$ cat src/hdl/rgb_pixel_blend_unit_core_assert.svh
// ----------------------------------------------------------------------------
// rgb pixel blend unit assertion macros
// concurrent assertion wrappers, compiled out when ASSERT_OFF is defined
// ----------------------------------------------------------------------------
`ifndef RGB_PIXEL_BLEND_UNIT_CORE_ASSERT_SVH
`define RGB_PIXEL_BLEND_UNIT_CORE_ASSERT_SVH

`ifndef ASSERT_OFF
// clocked on clk_i, disabled while rst_ni is low
`define RPB_ASSERT(lbl, prop) \
  lbl: assert property (@(posedge clk_i) disable iff (!rst_ni) (prop)) \
    else $error("rpb assertion failed");
// explicit clock and active-low reset
`define RPB_ASSERT_CLK(lbl, clk, rst_n, prop) \
  lbl: assert property (@(posedge clk) disable iff (!rst_n) (prop)) \
    else $error("rpb assertion failed");
`else
`define RPB_ASSERT(lbl, prop)
`define RPB_ASSERT_CLK(lbl, clk, rst_n, prop)
`endif

`endif

$ cat src/hdl/rpb_pkg.sv
// ----------------------------------------------------------------------------
// rpb_pkg
// shared types and constants of the rgb pixel blend unit
// ----------------------------------------------------------------------------
package rpb_pkg;

  localparam int unsigned ChanW    = 8;
  localparam int unsigned NumChan  = 3;
  localparam int unsigned PixW     = NumChan * ChanW;
  localparam int unsigned InDataW  = 2 * PixW;
  localparam int unsigned OutDataW = PixW;
  localparam int unsigned ModeW    = 3;
  localparam int unsigned GainW    = 9;
  localparam int unsigned CfgIdxW  = 8;
  localparam int unsigned CfgDataW = 9;

  typedef enum logic [ModeW-1:0] {
    ModeMultiply = 3'd0,
    ModeScreen   = 3'd1,
    ModeOverlay  = 3'd2,
    ModeAdd      = 3'd3,
    ModeSubtract = 3'd4,
    ModeScale    = 3'd5
  } blend_mode_e;

  typedef enum logic [CfgIdxW-1:0] {
    RegBlendMode = 8'd0,
    RegGainBlue  = 8'd1,
    RegGainGreen = 8'd2,
    RegGainRed   = 8'd3
  } reg_idx_e;

  typedef struct packed {
    logic [ModeW-1:0]        mode;
    logic signed [GainW-1:0] gain_blue;
    logic signed [GainW-1:0] gain_green;
    logic signed [GainW-1:0] gain_red;
  } cfg_t;

  localparam logic signed [GainW-1:0] GainReset = 9'sd1;

endpackage

$ cat src/hdl/rpb_cfg.sv
// ----------------------------------------------------------------------------
// rpb_cfg
// configuration registers: blend mode and per-channel scale gains
// ----------------------------------------------------------------------------
module rpb_cfg (
  input  logic                         clk_i,
  input  logic                         rst_ni,
  input  logic                         cfg_valid_i,
  input  logic [rpb_pkg::CfgIdxW-1:0]  cfg_index_i,
  input  logic [rpb_pkg::CfgDataW-1:0] cfg_data_i,
  output rpb_pkg::cfg_t                cfg_o
);
  import rpb_pkg::*;

  cfg_t cfg_q, cfg_d;

  always_comb begin
    cfg_d = cfg_q;
    if (cfg_valid_i) begin
      unique case (cfg_index_i)
        RegBlendMode: cfg_d.mode       = cfg_data_i[ModeW-1:0];
        RegGainBlue:  cfg_d.gain_blue  = cfg_data_i[GainW-1:0];
        RegGainGreen: cfg_d.gain_green = cfg_data_i[GainW-1:0];
        RegGainRed:   cfg_d.gain_red   = cfg_data_i[GainW-1:0];
        default:      cfg_d = cfg_q;
      endcase
    end
  end

  always_ff @(posedge clk_i or negedge rst_ni) begin
    if (!rst_ni) begin
      cfg_q.mode       <= ModeMultiply;
      cfg_q.gain_blue  <= GainReset;
      cfg_q.gain_green <= GainReset;
      cfg_q.gain_red   <= GainReset;
    end else begin
      cfg_q <= cfg_d;
    end
  end

  assign cfg_o = cfg_q;

endmodule

$ cat src/hdl/rpb_channel.sv
// ----------------------------------------------------------------------------
// rpb_channel
// blend of one color channel; one shared signed multiplier serves the multiply, screen, overlay and scale modes
// ----------------------------------------------------------------------------
module rpb_channel (
  input  logic [rpb_pkg::ModeW-1:0]        mode_i,
  input  logic [rpb_pkg::ChanW-1:0]        top_i,
  input  logic [rpb_pkg::ChanW-1:0]        bottom_i,
  input  logic signed [rpb_pkg::GainW-1:0] gain_i,
  output logic [rpb_pkg::ChanW-1:0]        result_o
);
  import rpb_pkg::*;

  logic                inv;
  logic                dbl;
  logic [ChanW-1:0]    op_a;
  logic [ChanW-1:0]    op_b;
  logic signed [8:0]   mul_a;
  logic signed [8:0]   mul_b;
  logic signed [17:0]  prod;
  logic [16:0]         num;
  logic [17:0]         est_sum;
  logic [9:0]          q_est;
  logic [17:0]         q_est_x255;
  logic [17:0]         rem;
  logic [ChanW-1:0]    quot;
  logic [ChanW-1:0]    blend_res;
  logic [ChanW-1:0]    scale_res;
  logic [ChanW:0]      add_sum;
  logic [ChanW-1:0]    add_res;
  logic [ChanW-1:0]    sub_res;

  // 255 - x is the bitwise complement for 8-bit values
  assign inv  = (mode_i == ModeScreen) || ((mode_i == ModeOverlay) && bottom_i[ChanW-1]);
  assign dbl  = (mode_i == ModeOverlay);
  assign op_a = inv ? ~top_i : top_i;
  assign op_b = inv ? ~bottom_i : bottom_i;

  assign mul_a = $signed({1'b0, op_a});
  assign mul_b = (mode_i == ModeScale) ? gain_i : $signed({1'b0, op_b});
  assign prod  = mul_a * mul_b;

  // rounded divide by 255: estimate x*257/65536, then one correction step
  assign num        = (dbl ? {prod[15:0], 1'b0} : {1'b0, prod[15:0]}) + 17'd127;
  assign est_sum    = {1'b0, num} + {9'd0, num[16:8]};
  assign q_est      = est_sum[17:8];
  assign q_est_x255 = {q_est, 8'd0} - {8'd0, q_est};
  assign rem        = {1'b0, num} - q_est_x255;
  assign quot       = q_est[ChanW-1:0] + ChanW'(rem >= 18'd255);
  assign blend_res  = inv ? ~quot : quot;

  assign scale_res = prod[17]           ? '0 :
                     (prod[16:8] != '0) ? '1 : prod[7:0];

  assign add_sum = {1'b0, top_i} + {1'b0, bottom_i};
  assign add_res = add_sum[ChanW] ? '1 : add_sum[ChanW-1:0];
  assign sub_res = (top_i > bottom_i) ? (top_i - bottom_i) : '0;

  always_comb begin
    case (mode_i) inside
      ModeMultiply, ModeScreen, ModeOverlay: result_o = blend_res;
      ModeAdd:      result_o = add_res;
      ModeSubtract: result_o = sub_res;
      ModeScale:    result_o = scale_res;
      default:      result_o = top_i;
    endcase
  end

endmodule

$ cat src/hdl/rgb_pixel_blend_unit_core.sv
// ----------------------------------------------------------------------------
// rgb_pixel_blend_unit_core
// blends a top and a bottom bgr pixel per item: multiply, screen, overlay,
// add, subtract or per-channel scale
// ----------------------------------------------------------------------------
// channel   direction  fields (lsb first)
// s_axis    in         top_blue, top_green, top_red,
//                      bottom_blue, bottom_green, bottom_red (8 bits each)
// m_axis    out        out_blue, out_green, out_red (8 bits each)
// cfg       in         index 0 blend_mode, 1..3 gain_blue/green/red
//
// one pixel pair per cycle while the result register is not stalled; input register
// to result register, with the three channel datapaths and their multipliers between
// reset clears the valid flags and sets mode multiply, gains one
// a stalled result register holds; the input register still takes an item
// while it is empty, and holds it until the result register frees
// cfg is always ready
// ----------------------------------------------------------------------------
`include "rgb_pixel_blend_unit_core_assert.svh"

module rgb_pixel_blend_unit_core (
  input  logic                         clk_i,
  input  logic                         rst_ni,
  // top_blue, top_green, top_red, bottom_blue, bottom_green, bottom_red
  input  logic [rpb_pkg::InDataW-1:0]  s_axis_tdata_i,
  input  logic                         s_axis_tvalid_i,
  output logic                         s_axis_tready_o,
  // out_blue, out_green, out_red
  output logic [rpb_pkg::OutDataW-1:0] m_axis_tdata_o,
  output logic                         m_axis_tvalid_o,
  input  logic                         m_axis_tready_i,
  input  logic                         cfg_valid_i,
  output logic                         cfg_ready_o,
  input  logic [rpb_pkg::CfgIdxW-1:0]  cfg_index_i,
  input  logic [rpb_pkg::CfgDataW-1:0] cfg_data_i
);
  import rpb_pkg::*;

  cfg_t                    cfg;
  logic                    in_valid_q, in_valid_d;
  logic [InDataW-1:0]      in_data_q;
  logic                    out_valid_q, out_valid_d;
  logic [OutDataW-1:0]     out_data_q, out_data_d;
  logic                    out_en;
  logic                    in_en;
  logic signed [GainW-1:0] gain_sel [NumChan];

  assign cfg_ready_o = 1'b1;

  rpb_cfg u_cfg (
    .clk_i       (clk_i),
    .rst_ni      (rst_ni),
    .cfg_valid_i (cfg_valid_i),
    .cfg_index_i (cfg_index_i),
    .cfg_data_i  (cfg_data_i),
    .cfg_o       (cfg)
  );

  assign gain_sel[0] = cfg.gain_blue;
  assign gain_sel[1] = cfg.gain_green;
  assign gain_sel[2] = cfg.gain_red;

  for (genvar ch = 0; ch < NumChan; ch++) begin : g_chan
    rpb_channel u_channel (
      .mode_i   (cfg.mode),
      .top_i    (in_data_q[ch*ChanW +: ChanW]),
      .bottom_i (in_data_q[PixW + ch*ChanW +: ChanW]),
      .gain_i   (gain_sel[ch]),
      .result_o (out_data_d[ch*ChanW +: ChanW])
    );
  end

  assign out_en          = !out_valid_q || m_axis_tready_i;
  assign in_en           = !in_valid_q || out_en;
  assign s_axis_tready_o = in_en;

  assign in_valid_d  = in_en ? s_axis_tvalid_i : in_valid_q;
  assign out_valid_d = out_en ? in_valid_q : out_valid_q;

  always_ff @(posedge clk_i or negedge rst_ni) begin
    if (!rst_ni) begin
      in_valid_q  <= 1'b0;
      out_valid_q <= 1'b0;
    end else begin
      in_valid_q  <= in_valid_d;
      out_valid_q <= out_valid_d;
    end
  end

  always_ff @(posedge clk_i) begin
    if (in_en && s_axis_tvalid_i) begin
      in_data_q <= s_axis_tdata_i;
    end
    if (out_en && in_valid_q) begin
      out_data_q <= out_data_d;
    end
  end

  assign m_axis_tdata_o  = out_data_q;
  assign m_axis_tvalid_o = out_valid_q;

  `RPB_ASSERT(a_accept_fills_input, (s_axis_tvalid_i && s_axis_tready_o) |=> in_valid_q)
  `RPB_ASSERT(a_blocked_input_holds, (in_valid_q && !out_en) |=> (in_valid_q && $stable(in_data_q)))
  `RPB_ASSERT(a_advance_fills_result, (in_valid_q && out_en) |=> m_axis_tvalid_o)
  `RPB_ASSERT(a_mode_write, (cfg_valid_i && (cfg_index_i == RegBlendMode)) |=> (cfg.mode == $past(cfg_data_i[ModeW-1:0])))

endmodule
$ cat config.mk
export PLATFORM = sky130hd
export DESIGN_NAME = rgb_pixel_blend_unit_core
export DESIGN_NICKNAME = d
export VERILOG_FILES = /design/src/hdl/rpb_pkg.sv /design/src/hdl/rpb_cfg.sv /design/src/hdl/rpb_channel.sv /design/src/hdl/rgb_pixel_blend_unit_core.sv
export VERILOG_INCLUDE_DIRS = /design/src /design/src/hdl
export SDC_FILE = /design/constraint.sdc
export NUM_CORES = 1
export LEC_CHECK = 0
export BUFFER_PORTS_ARGS = -buffer_cell sky130_fd_sc_hd__buf_2
export CAP_MARGIN = 30
export CORE_ASPECT_RATIO = 1.4
export CORE_UTILIZATION = 50
export CTS_BUF_LIST = sky130_fd_sc_hd__clkbuf_4 sky130_fd_sc_hd__clkbuf_8
export CTS_CLUSTER_DIAMETER = 80
export CTS_CLUSTER_SIZE = 20
export DETAILED_ROUTE_END_ITERATION = 7
export HOLD_SLACK_MARGIN = 0.05
export PLACE_DENSITY = 0.75
export SLEW_MARGIN = 40
export SYNTH_ARGS = -nofsm -noshare
export SYNTH_HDL_FRONTEND = slang
export SYNTH_HIERARCHICAL = 1
export SYNTH_SLANG_ARGS = --single-unit
$ cat constraint.sdc
create_clock -name clk_i -period 13.4 [get_ports clk_i]
set_input_delay 0.67 -clock clk_i [delete_from_list [all_inputs] [get_ports clk_i]]
set_output_delay 0.67 -clock clk_i [all_outputs]
set_load 0.05 [all_outputs]
==> flow_summary_export.csv, run 1 <==
group,metric,value,unit
global_routing,grt_pass1_wl,100000,µm
flow_run,drv_cap,0,
timing,max_freq,0.0779,GHz
route,vias,19700,
route,drtPass1Iterations,5,
timing,skew,0.0195,ns
route,antenna_left,0,
clock_network,cts.sinks,104,
place,dp_hpwl,52700,µm
floorplan,die_h,252,µm
global_routing,grt_max_degree,49,
setup_path,crit_path_end_kind,"flip-flop",
finish,regArea,2970,µm²
synthesis,async_reset_ff_share,30.8,%
clock_network,clkTransAtPathRegs,0.12,ns
status,status,"complete, no violations",
timing,hold_violations,0,
route,drc,0,
finish,area_delta_synth_final,8.62,%
synthesis,synth_cells,2667,
synthesis,syn_area_per_cell,8.39,µm²
global_routing,grt_pass1_vias,20100,
route,viasPerCell,5.90,
clock_network,cts_tree,"yes",
setup_path,critPathSlowestCell,"fa_2",
floorplan,die_w,181,µm
finish,final_area,24300,µm²
timing,slew_headroom,49.8,%
setup_path,worst-setup-path-type,"flip-flop to flip-flop",
clock_network,hold_buffers,0,
floorplan,start_util,50.8,%
clock_network,cts-htree-levels,3,
finish,drive_gt1_share,12.9,%
timing,holdWs,0.313,ns
synthesis,ys_seq_elements,104,
setup_path,reg2reg_from,"u_cfg/cfg_o[28]",
synthesis,yosys_warnings,6,
timing,rsz0062_at_grt,"yes",
setup_path,critPathLaunchType,"flip-flop",
timing,worst_slew_pin_slew,0.752,ns
clock_network,cts-root-buf,"clkbuf_8",
setup_path,crit_top_cell,"ha_1",
floorplan,io_pins,97,
floorplan,row_count,91,
place,io_buffers,95,
route,drt_wl_total,62500,µm
route,wire_per_inst,18.7,µm
clock_network,insertion_delay,0.40,ns
global_routing,grt_use_total,27.2,%
synthesis,ys_types,132,
synthesis,ys.flop_type,"edfxtp_1",
place,placed_area,23700,µm²
setup_path,required,13.61,ns
timing,fin_crit,12.83,ns
finish,multi_input_area,18000,µm²
setup_path,rr_endpoint,"m_axis_tdata_o[22]",
synthesis,syn-cell-area,22400,µm²
route,drt_iter0_drc,1073,
synthesis,syn_nets,3196,
timing,setup_viol,0,
timing,fin_crit_sh,95.7,%
setup_path,critPathMaxStageDelay,0.65,ns
finish,nNetsFinal,3310,
clock_network,cts_buffer_depth,2,
setup_path,cp_max_fo,15,
setup_path,crit_arrival,13.04,ns
worst_hold_path,hp-class,"input pin to asynchronous set/reset pin",
global_routing,grt_remaining_overflow,0,
setup_path,r2r_slack,0.57,ns
place,place_congestion,1.06,
synthesis,yosysSeqAreaShare,13.3,%
timing,slew_viol_final,0,
synthesis,synth_edf_count,72,
finish,fillers,4012,
clock_network,cts_inserted_buffers,9,
setup_path,ff2ff_path_depth,53,
floorplan,die-area,45600,µm²
floorplan,core_region_area,44100,µm²
global_routing,antenna_found_initial,7,
timing,setup_tns,0,ns
worst max-delay path, delay by kind of cell (launching register included):
kind / cells / cell delay [ns]
adder cells (fa/ha/maj): 12 / 4.43
buffers and inverters: 9 / 1.13
XOR/XNOR: 2 / 0.28
AND/OR/NAND/NOR: 18 / 3.71
AO/OA/AOI/OAI: 12 / 2.54
flip-flops: 1 / 0.52
synth_stat cells (29+ instances only):
cell | n | area [µm²]
ha_1 | 321 | 4020
nor3_1 | 34 | 170
mux2_2 | 31 | 349
and2_1 | 52 | 325
nor2b_1 | 36 | 225
xnor2_1 | 181 | 1590
a21oi_1 | 160 | 801
o21ai_0 | 106 | 531
fa_1 | 138 | 2760
nor2_1 | 200 | 751
o21a_1 | 35 | 263
nand2_1 | 231 | 867
edfxtp_1 | 72 | 2160
nand2b_1 | 35 | 219
inv_1 | 364 | 1370
xor2_1 | 42 | 368
a21o_1 | 62 | 465
nand3_1 | 42 | 210
dfrtp_1 | 29 | 726
clkbuf_1 | 43 | 161
worst max-delay path by stage:
stage               startpoint                 end  slack [ns]  cells past startpoint
6_report       u_cfg/cfg_o[28]  m_axis_tdata_o[22]        0.57                     53
4_1_cts        u_cfg/cfg_o[28]  m_axis_tdata_o[22]        0.02                     51
3_3_place_gp   u_cfg/cfg_o[27]  m_axis_tdata_o[22]        0.04                     51
5_1_grt        u_cfg/cfg_o[29]  m_axis_tdata_o[22]       -0.09                     52
2_1_floorplan  u_cfg/cfg_o[29]   m_axis_tdata_o[7]        0.81                     53
3_5_place_dp   u_cfg/cfg_o[27]  m_axis_tdata_o[22]       -0.29                     51
through the flow:
step           cells  utilization [%]  worst slack, ns
6_report        3345             55.1            0.571
5_1_grt         3344             55.1          -0.0928
4_1_cts         3341             54.6           0.0248
3_5_place_dp    3321             53.9           -0.288
3_3_place_gp    3320             53.8           0.0380
2_1_floorplan   2667                -            0.807
sequential cells by signal, indices dropped and copies added, names as in the netlist:
| name | cells |
|---|---|
| u_cfg/cfg_o | 30 |
| in_valid_q | 1 |
| m_axis_tvalid_o | 1 |
| in_data_q | 48 |
| m_axis_tdata_o | 24 |
repair_timing:
item	in CTS	in global routing
pin swaps	1	1
buffers inserted	4	3
resized for setup	8	43
endpoints found under the setup margin	5	21
logic make-up after synthesis:
logic type / count (synthesis) / synth area share (%)
AND/OR/NAND/NOR: 784 / 18.1
AO/OA/AOI/OAI: 606 / 18.8
other: 1 / 0.0168
multiplexers: 49 / 2.37
adder cells (fa/ha/maj): 459 / 30.3
XOR/XNOR: 230 / 9.43
flip-flops: 104 / 13.3
buffers and inverters: 434 / 7.70
cell usage in the layout (no fill, tap or decap), types with 72 or more instances in the layout:
cell      instances
buf_2            95
o21ai_0         104
inv_1           364
fa_1            137
nand2_1         230
a21oi_1         148
edfxtp_1         72
nor2_1          199
ha_1            321
xnor2_1         177
buf_4            72
routing by layer:
metal  track usage [%]  part of all wire, %
met5                 0                 0.16
met2              51.7                   52
met3              2.97                  4.4
met4              15.3                  5.7
met1              29.1                   37
final cells by class:
cell class                 count  share of cell area [%]
multi-input combinational   2129                    73.9
inverter                     366                    5.65
sequential                   104                    12.2
tap                          558                    2.87
antenna                        1                  0.0103
timing repair buffer         171                    4.42
clock buffer                   9                   0.510
clock inverter                 7                   0.386
Power of run 1 is not shown: default switching activity piles up to over one toggle a cycle in this logic, so the estimate is an artifact.
==> run 2: changes to the inputs <==
Settings changed: ABC_AREA from default to 1.
==> flow_summary_export.csv, run 2 <==
group,metric,value,unit
clock_network,cts-root-buf,"clkbuf_8",
setup_path,crit_top_cell,"nand2_1",
global_routing,grt_max_degree,49,
setup_path,critPathLaunchType,"flip-flop",
place,dp_cells,3813,
timing,setup_viol,0,
clock_network,cts_inserted_buffers,9,
route,drt_wl_total,58200,µm
synthesis,yosysSeqAreaShare,13.3,%
floorplan,die_h,252,µm
synthesis,synth_top_area_share,18.0,%
finish,final_cell_mix,"nand2_1, inv_1, ha_1",
place,dp_hpwl,49700,µm
flow_run,drv_cap,0,
clock_network,insertion_delay,0.41,ns
finish,drive_gt1_share,11.2,%
floorplan,io_pins,97,
place,place_congestion,0.974,
route,vias,20500,
setup_path,required,13.49,ns
finish,largest_reg_flops,48,
route,met2_length,29100,µm
place,pre_cts_ws,0.364,ns
synthesis,synth_most_common_cell,"nand2_1",
clock_network,cts.sinks,104,
route,antenna_left,0,
synthesis,synthTopCellsByArea,"ha_1, fa_1, nand2_1, inv_1, edfxtp_1",
global_routing,grt_use_total,25.8,%
floorplan,die_w,180,µm
synthesis,syn_area_per_cell,7.06,µm²
clock_network,cts-htree-levels,3,
synthesis,ys_types,76,
timing,hold_violations,0,
setup_path,worst-setup-path-type,"flip-flop to flip-flop",
synthesis,async_reset_ff_share,30.8,%
timing,skew,0.0136,ns
floorplan,start_util,50.6,%
setup_path,crit_arrival,12.60,ns
route,wl_met1,23700,µm
finish,nNetsFinal,3813,
status,status,"complete, no violations",
setup_path,cp_max_fo,25,
timing,fin_crit,12.51,ns
finish,regMostFlops,"in_data_q",
timing,max_freq,0.0800,GHz
timing,holdWs,0.291,ns
floorplan,row_count,91,
synthesis,yosys_warnings,6,
worst_hold_path,hp-class,"input pin to asynchronous set/reset pin",
synthesis,synth_edf_count,72,
timing,worst_slew_pin_slew,0.841,ns
clock_network,cts_buffer_depth,2,
timing,fin_crit_sh,93.3,%
finish,fin_cells,3848,
global_routing,grt_pass1_vias,20100,
synthesis,yosys.area.top_type,"ha_1",
synthesis,ys_seq_elements,104,
global_routing,antenna_found_initial,2,
synthesis,syn-cell-area,22300,µm²
route,wire_per_inst,15.1,µm
global_routing,grt_pass1_wl,95000,µm
floorplan,die-area,45400,µm²
synthesis,synth_cells,3157,
route,drt_iter0_drc,1220,
route,drc,0,
synthesis,syn_nets,3686,
synthesis,synthTopCellsByCount,"nand2_1, inv_1, ha_1",
timing,slew_viol_final,0,
setup_path,crit_path_end_kind,"flip-flop",
finish,layout.cells.most_common,"nand2_1",
timing,fin_ws,0.893,ns
synthesis,ys.flop_type,"edfxtp_1",
timing,slew_headroom,43.9,%
setup_path,critPathSlowestCell,"xor2_1",
route,drtPass1Iterations,5,
setup_path,critPathMaxStageDelay,0.65,ns
finish,area_delta_synth_final,7.94,%
route,top_layer_used,"met4",
route,viasPerCell,5.33,
route,wl_met3,2530,µm
floorplan,core_region_area,44100,µm²
global_routing,grt_remaining_overflow,0,
place,io_buffers,95,
clock_network,cts_tree,"yes",
clock_network,clkTransAtPathRegs,0.12,ns
-- run 2: cell count changes after synthesis, moves of 33 or more --
cell      previous run  this run
inv_2                2        35
xor2_1              42       111
nor2b_1             36         0
nand3_1             42       172
and2_1              52         2
inv_1              364       596
a21o_1              62        10
xnor2_1            181        15
nand2b_1            35         0
nor2_1             200       267
nand2_1            231       674
o21ai_0            106       166
-- run 2: logic make-up (layout without fill, tap and decap cells) --
kind of cell               after synthesis  count (layout)  synth area share [%]
xor gates and xnor gates               131             131                  5.32
adders and majority gates              459             459                  30.4
other                                    1               2                0.0168
buffers and inverters                  666             797                  11.5
muxes                                    1               1                0.0449
DFF                                    104             104                  13.3
AOI/OAI and AO/OA                      476             476                  12.3
and+or+nand+nor                       1319            1320                  27.1
-- run 2: worst max-delay path, delay by kind of cell (launching register included) --
family,cells,cell delay (ns)
fa+ha+maj,11,4.55
simple gates,33,4.46
xor+xnor,3,1.04
buf+inv,9,0.88
flops,1,0.49
compound gates,3,0.48
mux,1,0.26
-- run 2: layout make-up --
class                   count  area, µm²
fillers                  4269      20000
multi-input cells        2388      16900
flip-flops and latches    104       2970
inverters                 636       2400
repair buffers            145        903
well taps                 558        698
clock buffers              10        131
clock inverters             6       63.8
diodes                      1       2.50
-- run 2: routing by layer --
metal / global-route usage [%] / up-vias
met1: 29.9 / 9439
met3: 2.40 / 142
met4: 12.0 / 0
met2: 47.5 / 551
li1: - / 10400
met5: 0 / -
-- run 2: timing repair --
item	in CTS	in global routing
gates resized for setup	0	45
hold buffers	0	0
setup buffers	0	17
setup endpoints to repair	0	21
hold endpoints to repair	0	0
-- run 2: path summary, 6_finish.rpt --
kind | from | end | slack, ns | cells past startpoint
max | u_cfg/cfg_o[29] | m_axis_tdata_o[23] | 0.89 | 60
min | rst_ni | u_cfg/cfg_o[22] | 0.29 | 1
max reg2reg | u_cfg/cfg_o[29] | m_axis_tdata_o[23] | 0.89 | 60
min reg2reg | u_cfg/cfg_o[24] | u_cfg/cfg_o[24] | 0.48 | 2
max in group asynchronous | rst_ni | u_cfg/cfg_o[28] | 12.61 | 1
min in group clk_i | s_axis_tdata_i[5] | in_data_q[5] | 0.43 | 1
-- run 2: per-stage QoR --
stage	TNS, ns	cell area (µm²)	util, %
final	0	24100	54.6
after global routing	-0.00904	24100	54.6
after CTS	0	23800	53.9
after detailed placement	0	23600	53.5
after global placement	0	23500	53.4
after floorplan	0	22300	-
Power of run 2 is left out for the same reason.
==> run 3: changes to the inputs <==
Settings changed: CELL_PAD_IN_SITES_DETAIL_PLACEMENT from default to 0, CELL_PAD_IN_SITES_GLOBAL_PLACEMENT from default to 2, CORE_UTILIZATION 50 to 34, PLACE_DENSITY 0.75 to 0.86, SYNTH_HIERARCHICAL 1 to default.
==> flow_summary_export.csv, run 3 <==
group,metric,value,unit
status,status,"complete, no violations",
timing,skew,0.0327,ns
setup_path,required,13.63,ns
timing,setup_tns,0,ns
synthesis,muxShareOfSynthArea,0,%
clock_network,cts_buffer_depth,2,
timing,fin_crit_sh,92.3,%
clock_network,clkTransAtPathRegs,0.15,ns
finish,antenna_cells,0,
floorplan,row_count,109,
setup_path,crit_path_end_kind,"flip-flop",
global_routing,grt_remaining_overflow,0,
floorplan,die_w,217,µm
route,vias,19900,
finish,fillers,7004,
route,drc,0,
synthesis,syn_area_per_cell,6.91,µm²
flow_run,drv_cap,0,
setup_path,worst-setup-path-type,"flip-flop to flip-flop",
timing,setup_viol,0,
finish,finish.utilization,37.5,%
floorplan,die-area,65600,µm²
synthesis,yosys_warnings,0,
clock_network,cts-root-buf,"clkbuf_8",
global_routing,grt_pass1_vias,20100,
route,wire_per_inst,16.1,µm
timing,rsz0062_at_grt,"no",
synthesis,ys_types,56,
finish,regMostFlops,"in_data_q",
setup_path,critPathSlowestCell,"o21ai_0",
timing,slew_headroom,44.9,%
place,place_congestion,0.913,
synthesis,syn_nets,3714,
synthesis,synth_most_common_cell,"nand2_1",
setup_path,critPathMaxStageDelay,0.67,ns
timing,hold_violations,0,
synthesis,synth-xor-area-share,5.72,%
route,drt_iter0_drc,933,
synthesis,yosysSeqAreaShare,13.5,%
synthesis,ys_seq_elements,104,
synthesis,synth_compound_area_share,9.79,%
global_routing,grt_pass1_wl,105000,µm
synthesis,synth_top_area_share,18.6,%
worst_hold_path,hp-class,"input pin to asynchronous set/reset pin",
clock_network,cts_tree,"yes",
global_routing,grt_use_total,20.5,%
finish,final_cell_mix,"nand2_1, inv_1, ha_1",
floorplan,io_pins,97,
route,drtPass1Iterations,5,
synthesis,async_reset_ff_share,30.8,%
setup_path,critPathLaunchType,"flip-flop",
global_routing,grt_max_degree,70,
synthesis,syn-cell-area,22000,µm²
synthesis,synth_cells,3179,
finish,drive_gt1_share,8.22,%
clock_network,insertion_delay,0.46,ns
global_routing,antenna_found_initial,1,
route,antenna_left,0,
timing,worst_slew_pin_slew,0.825,ns
synthesis,synthTopCellsByCount,"nand2_1, inv_1, ha_1",
finish,area_delta_synth_final,8.48,%
synthesis,yosys.area.top_type,"ha_1",
place,io_buffers,95,
timing,max_freq,0.0809,GHz
synthesis,synth-simple-area-share,27.9,%
synthesis,synth_top_family_by_area,"adder cells",
floorplan,die_h,303,µm
finish,nNetsFinal,3816,
synthesis,synthTopCellsByArea,"ha_1, nand2_1, fa_1, inv_1, edfxtp_1",
synthesis,synth_adder_area_share,31.2,%
timing,fin_crit,12.37,ns
clock_network,hold_buffers,0,
clock_network,cts.sinks,104,
floorplan,start_util,34.5,%
route,drt_wl_total,66100,µm
setup_path,crit_top_cell,"nand2_1",
setup_path,cp_max_fo,30,
finish,largest_reg_flops,48,
route,viasPerCell,4.83,
synthesis,synth_edf_count,72,
place,dp_hpwl,57200,µm
finish,layout.cells.most_common,"nand2_1",
clock_network,cts_inserted_buffers,9,
clock_network,cts-htree-levels,3,
synthesis,ys.flop_type,"edfxtp_1",
floorplan,core_region_area,63600,µm²
setup_path,crit_arrival,12.60,ns
timing,slew_viol_final,0,
## run 3: kinds of logic (layout without fill, tap and decap cells)
family | count (synthesis) | in the layout
fa+ha+maj | 465 | 465
compound gates | 384 | 384
flops | 104 | 104
simple gates | 1411 | 1412
xor+xnor | 139 | 139
buf+inv | 675 | 781
other cells | 1 | 1
## run 3: worst max-delay path: cells and delay by family (launching register included)
kind / cells / cell delay (ns)
buffers and inverters: 9 / 1.14
XOR/XNOR: 1 / 0.16
adder cells (fa/ha/maj): 12 / 4.66
AO/OA/AOI/OAI: 5 / 1.31
AND/OR/NAND/NOR: 36 / 4.32
flip-flops: 1 / 0.56
## run 3: stage by stage
step / instances / setup WS, ns / area (µm²) / hold slack, ns
floorplan: 3179 / 2.54 / 22000 / 0.374
global placement: 4095 / 0.499 / 23500 / 0.463
detailed placement: 4097 / 0.467 / 23500 / 0.469
CTS: 4113 / 0.454 / 23800 / 0.277
global route: 4118 / 0.0416 / 23800 / 0.161
finish: 4118 / 1.03 / 23800 / 0.136
## run 3: metal layers
| layer | part of all wire [%] | global-route usage [%] | vias up |
|---|---|---|---|
| met1 | 42 | 23.6 | 9128 |
| met4 | 3.9 | 8.43 | 2 |
| li1 | - | - | 10300 |
| met2 | 51 | 38.9 | 351 |
| met3 | 2.8 | 1.26 | 88 |
| met5 | 0.020 | 0 | - |
## run 3: area by class of cell
class / instances / area (µm²) / area share (%)
clock buffers: 9 / 124 / 0.520
clock inverters: 7 / 86.3 / 0.362
inverters: 631 / 2370 / 9.95
multi-input cells: 2401 / 16400 / 69.0
flip-flops and latches: 104 / 2970 / 12.5
well taps: 832 / 1040 / 4.37
repair buffers: 134 / 786 / 3.30
## run 3: timing repair
item | in CTS | in global routing
setup buffers | 0 | 4
setup endpoints to repair | 0 | 8
resized for setup | 0 | 7
## run 3: final timing paths
path                                    start                 end  slack (ns)  cells past startpoint
min in group clk_i         s_axis_tdata_i[27]       in_data_q[27]        0.38                      1
hold reg to reg               u_cfg.cfg_o[23]     u_cfg.cfg_o[23]        0.49                      2
hold / removal                         rst_ni     u_cfg.cfg_o[15]        0.14                      1
max in group asynchronous              rst_ni      u_cfg.cfg_o[0]       12.90                      1
setup / recovery              u_cfg.cfg_o[28]  m_axis_tdata_o[22]        1.03                     63
setup reg to reg              u_cfg.cfg_o[28]  m_axis_tdata_o[22]        1.03                     63
Power of run 3 is left out for the same reason.
